**src/rtl/adg_pkg.sv**
```systemverilog
// Shared types, constants and helpers of the Adagrad element update engine.
package adg_pkg;

	localparam int IDX_W   = 12;
	localparam int DATA_W  = 32;
	localparam int ACC_W   = 48;
	localparam int ROOT_W  = 40;
	localparam int STD_W   = 41;
	localparam int QUO_W   = 34;

	localparam logic [63:0]      ONE_Q24    = 64'h0000_0000_0100_0000;
	localparam logic [ACC_W-1:0] ACC_MAX    = 48'hFFFF_FFFF_FFFF;
	localparam logic [QUO_W-1:0] STEP_LIMIT = 34'h2_0000_0000;

	localparam logic [1:0] REG_LEARNING_RATE = 2'd0;
	localparam logic [1:0] REG_RATE_DECAY    = 2'd1;
	localparam logic [1:0] REG_DECAY_WEIGHT  = 2'd2;
	localparam logic [1:0] REG_EPSILON       = 2'd3;

	typedef struct packed {
		logic clear;     // zero one accumulator entry
		logic load;      // capture an input transfer
		logic mult;      // decay and rate products, accumulator read
		logic grad;      // decayed gradient, rate denominator
		logic square;    // gradient square
		logic accum;     // accumulate, write back, start root and rate division
		logic prod;      // root plus epsilon, rate times gradient
		logic quot;      // start step division
		logic out_load;  // form the result
	} adg_cmd_t;

	typedef struct packed {
		logic clear_done;
		logic root_busy;
		logic div_busy;
	} adg_status_t;

	// Clamp a signed 42-bit value to the signed 32-bit range; MSB flags a clamp.
	function automatic logic [32:0] clamp_s32(input logic [41:0] v);
		logic [32:0] r;
		if (!v[41] && (|v[40:31]))
			r = {1'b1, 32'h7FFF_FFFF};
		else if (v[41] && !(&v[40:31]))
			r = {1'b1, 32'h8000_0000};
		else
			r = {1'b0, v[31:0]};
		return r;
	endfunction

endpackage

```
**src/rtl/adg_ctrl.sv**
```systemverilog
// Controller: sequences one element through the datapath, owns the handshakes.
module adg_ctrl (
	input  logic                 clk,
	input  logic                 arst_n,
	input  logic                 s_tvalid,
	output logic                 s_tready,
	output logic                 m_tvalid,
	input  logic                 m_tready,
	input  adg_pkg::adg_status_t status,
	output adg_pkg::adg_cmd_t    cmd
);
	import adg_pkg::*;

	localparam logic [3:0] ST_CLEAR  = 4'd0;
	localparam logic [3:0] ST_IDLE   = 4'd1;
	localparam logic [3:0] ST_MULT   = 4'd2;
	localparam logic [3:0] ST_GRAD   = 4'd3;
	localparam logic [3:0] ST_SQUARE = 4'd4;
	localparam logic [3:0] ST_ACCUM  = 4'd5;
	localparam logic [3:0] ST_ROOT   = 4'd6;
	localparam logic [3:0] ST_PROD   = 4'd7;
	localparam logic [3:0] ST_QUOT   = 4'd8;
	localparam logic [3:0] ST_DIVIDE = 4'd9;
	localparam logic [3:0] ST_OUT    = 4'd10;

	logic [3:0] state_q, state_d;
	logic       out_valid_q;

	assign s_tready = state_q == ST_IDLE;
	assign m_tvalid = out_valid_q;

	always_comb begin
		cmd      = '0;
		state_d  = state_q;
		case (state_q)
			ST_CLEAR: begin
				cmd.clear = !status.clear_done;
				if (status.clear_done)
					state_d = ST_IDLE;
			end
			ST_IDLE: begin
				cmd.load = s_tvalid;
				if (s_tvalid)
					state_d = ST_MULT;
			end
			ST_MULT: begin
				cmd.mult = 1'b1;
				state_d  = ST_GRAD;
			end
			ST_GRAD: begin
				cmd.grad = 1'b1;
				state_d  = ST_SQUARE;
			end
			ST_SQUARE: begin
				cmd.square = 1'b1;
				state_d    = ST_ACCUM;
			end
			ST_ACCUM: begin
				cmd.accum = 1'b1;
				state_d   = ST_ROOT;
			end
			ST_ROOT: begin
				if (!status.root_busy && !status.div_busy)
					state_d = ST_PROD;
			end
			ST_PROD: begin
				cmd.prod = 1'b1;
				state_d  = ST_QUOT;
			end
			ST_QUOT: begin
				cmd.quot = 1'b1;
				state_d  = ST_DIVIDE;
			end
			ST_DIVIDE: begin
				if (!status.div_busy)
					state_d = ST_OUT;
			end
			ST_OUT: begin
				// hold until the output register is free or drains now
				if (!out_valid_q || m_tready) begin
					cmd.out_load = 1'b1;
					state_d      = ST_IDLE;
				end
			end
			default: state_d = ST_IDLE;
		endcase
	end

	always_ff @(posedge clk or negedge arst_n) begin
		if (!arst_n) begin
			state_q     <= ST_CLEAR;
			out_valid_q <= 1'b0;
		end else begin
			state_q <= state_d;
			if (cmd.out_load)
				out_valid_q <= 1'b1;
			else if (m_tready)
				out_valid_q <= 1'b0;
		end
	end

endmodule

```
**config.mk**
```make
export PLATFORM = sky130hd
export DESIGN_NAME = adg_ctrl
export DESIGN_NICKNAME = d
export VERILOG_FILES = /design/src/rtl/adg_pkg.sv /design/src/rtl/adg_ctrl.sv
export SDC_FILE = /design/constraint.sdc
export NUM_CORES = 1
export LEC_CHECK = 0
export ABC_AREA = 1
export BUFFER_PORTS_ARGS = -buffer_cell sky130_fd_sc_hd__buf_4
export CAP_MARGIN = 20
export CORE_AREA = 2 2 39 41
export CTS_BUF_LIST = sky130_fd_sc_hd__clkbuf_2
export DETAILED_ROUTE_END_ITERATION = 7
export DIE_AREA = 0 0 41 43
export SLEW_MARGIN = 20
export SYNTH_ARGS = -nofsm -noshare
export SYNTH_HDL_FRONTEND = slang
export SYNTH_SLANG_ARGS = --single-unit
```
**constraint.sdc**
```tcl
create_clock -name clk -period 1.52 [get_ports clk]
set_input_delay 0.076 -clock clk [delete_from_list [all_inputs] [get_ports clk]]
set_output_delay 0.076 -clock clk [all_outputs]
set_load 0.03 [all_outputs]
```
# == Word level (Yosys, flattened, before mapping) ==
# Index checks and enable logic that the tools add are counted.
# classes
eq_ne,15
mux,18
reduce_logical,9
# ops
cell,count
$pmux 4 s11,1
$mux 4,5
$eq 4x3->1 const B,4
$eq 4x4->1 const B,3
$mux 1,12
$ne 2x2->1 const B,5
$eq 4x2->1 const B,2
$reduce_and 5->1,1
$eq 4x1->1 const B,1
$logic_not 1->1,4
$logic_not 4->1,1
$reduce_bool 2->1,1
$logic_and 1x1->1,1
$logic_or 1x1->1,1
# word_totals
output_inout_bits,11
register_bits,5
elab_cells,44
inputBits,7

# == Longest topological paths before layout ==
# depth
depth_word,5
ltp_mapped,7
mapped_depth_nobuf,7

# == Worst setup path after synthesis ==
# No wires, ideal clock.
# synth_timing
path_kind,register -> output
start,register state_q[3]
end,output cmd[7] in the netlist's numbering
setup_slack_ns,0.055
path_stages_with_launch,4
path_buffers,0
arrival_ns,1.389
required_ns,1.444
path_cell_list,dfrtp_1 nor2_2 inv_1 nor3_1
# synth_lines
element,line_no,rtl
"start, declared",adg_ctrl.sv:26,"logic [3:0] state_q, state_d;"
"start signal, assigned",adg_ctrl.sv:94,state_q <= state_d;
"end, declared",adg_ctrl.sv:10,output adg_pkg::adg_cmd_t cmd

==> metrics.cfg <==
[cells_and_area]
fillers = 141
fin_nets = 95
antennaDiodeCount = 0
layout.area.seq_um2 = 125
design_area_um2 = 596
multi_input_area_um2 = 233
drive_gt1_share_pct = 37.9
area_delta_synth_final_pct = 42.5

[logic_synthesis]
ys_warn_count = 0
yosysTopAreaCellShare_pct = 29.9
syn_avg_cell_area_um2 = 6.43
syn_inst = 65
ys_types = 17
synth_fp_nets = 72
synth-edff-count = 0
synth_largest_area_cell = dfrtp_1
synth-seq-cells = 5
synth_common_cells = 14 x inv_1, 12 x nor2_1, 11 x nand2_1
synthFlopType = dfrtp_1
ys_top_cells_by_area = dfrtp_1 30%, inv_1 13%, nor2_1 11%
synth_seq_area_share_pct = 29.9
async_flop_share_pct = 100
yosysMostFrequentCell = inv_1
syn_area_um2 = 418

[drt]
num_vias = 439
wl_um = 882
drt_pre_antenna_iters = 4
wl_per_cell_um = 8.56
drc = 0
routed_via_density = 4.26
ant_nets = 0
drt_iter0_markers = 6

[die]
io_pins = 18
row_count = 14
start_util_pct = 30.2
die_w_um = 41
die_h_um = 43
fp.coreArea_um2 = 1380
die-area_um2 = 1760

[place]
io_buffers = 17
gp_congestion = 0.869
dpl_cell_area_um2 = 566
hpwl_um = 768
post-place-ws_ns = 0.333

[clock_tree]
cts.clk_slew.worst_paths_ns = 0.05
clock-root-buffer = clkbuf_2
clockBufferDepth = 2
htreeDepth = 1
cts-resized-gates = 0
cts_buffers = 3
clk_latency_ns = 0.21
cts_tree = done
clkSinkCount = 5

[global_routing]
antenna_found_initial = 0
grt_pass1_wl_mm = 1.57
overflow = 0
busiest_layer = met2
grt_use_met3_pct = 4.71
grt_max_degree = 7
use_met2_pct = 18.1
grtUsageMet1_pct = 17.7
grt_util_all_layers_pct = 12.8
grt_pass1_vias = 408

[worst_hold_path]
hp-class = in2reg

[timing]
final.setup.tns_ns = 0
fmax_mhz = 709
fin_crit_sh_pct = 92.8
fin_ws_ns = 0.109
clock_skew_ns = 0.00120
report.final.hold_viol_count = 0
setup_viol = 0
rsz0062_at_grt = false
slew_headroom_pct = 81.3
fin_crit_ns = 1.41
worst_slew_pin_slew_ns = 0.280
drv_slew = 0

[critical_path]
critPathCaptureType = output pin
crit_fanout = 6
crit_required_ns = 1.44
worstPathArrival_ns = 1.33
cp-start-kind = flip-flop
path_class = reg2out

[status]
status = finished, final reports clean

[power]
ir_drop_v = 0.000768
leakagePower_nw = 0.368
pwr_density_cell_nw_per_um2 = 1900

[job]
cap_violations = 0

report_power, final:
group	internal (W)	total [W]	switching (W)
sequential	0.000187	0.000254	0.0000665
combinational	0.000267	0.000761	0.000494
clock	0.0000696	0.000117	0.0000477
total	0.000524	0.00113	0.000608
stage by stage:
step | power [W] | std cells | hold slack [ns] | utilization [%]
6_report | 0.00113 | 103 | 0.0815 | 43.0
2_1_floorplan | 0.000806 | 65 | -0.220 | -
5_1_grt | 0.00125 | 103 | 0.0920 | 43.0
3_5_place_dp | 0.00102 | 98 | -0.120 | 40.9
3_3_place_gp | 0.00103 | 98 | -0.120 | 40.9
4_1_cts | 0.00115 | 103 | 0.0754 | 43.0
per-layer routing:
layer	vias to the layer above	part of all wire [%]
met1	194	46
met4	0	0
met3	0	2.9
met5	-	0
li1	241	-
met2	4	51
worst max-delay path, stage by stage, from the launching register on:
cell	delay (ns)
dfrtp_1	0.44
nor2_2	0.20
inv_1	0.12
nor3_1	0.18
buf_4	0.18
final timing paths:
path,start,to,slack [ns],cells after the start
max,state_q[3]$_DFFE_PN0P_,cmd[7],0.11,4
min,m_tready,m_tvalid$_DFFE_PN0P_,0.08,2
max reg2reg,state_q[0]$_DFFE_PN0P_,state_q[3]$_DFFE_PN0P_,0.36,6
min reg2reg,m_tvalid$_DFFE_PN0P_,m_tvalid$_DFFE_PN0P_,0.56,2
max in group asynchronous,arst_n,state_q[0]$_DFFE_PN0P_,1.22,2
min in group asynchronous,arst_n,m_tvalid$_DFFE_PN0P_,0.19,2
logic make-up after synthesis:
family	synth area share, %
AND/OR/NAND/NOR	47.9
buffers and inverters	14.4
flip-flops	29.9
AO/OA/AOI/OAI	7.78
what timing repair did:
item | in CTS | in global routing
hold buffers | 1 | 0
setup buffers | 0 | 0
hold endpoints to repair | 5 | 0
cells in the final DEF, fill, tap and decap left out:
master / n
buf_4: 17
inv_1: 14
nor2_1: 12
nand2_1: 11
dfrtp_1: 5
nor2_2: 4
clkbuf_2: 4
nor3_1: 3
nand3_1: 3
inv_2: 2
nand3_2: 2
nand2_2: 2
nand3b_4: 1
o21bai_1: 1
a21oi_1: 1
a21oi_2: 1
nand4_1: 1
o22ai_1: 1
o21ai_0: 1
dlygate4sd3_1: 1
flip-flops by register name, summed over array words and instances (netlist names):
register	count
state_q	4
m_tvalid	1
cell type report:
class | instances | area share (%)
multi-input combinational | 44 | 39.1
timing repair buffer | 18 | 23.1
sequential | 5 | 21.0
inverter | 16 | 10.1
clock buffer | 4 | 3.36
tap | 16 | 3.36
Note: power is estimated with default switching activity, not from simulation.
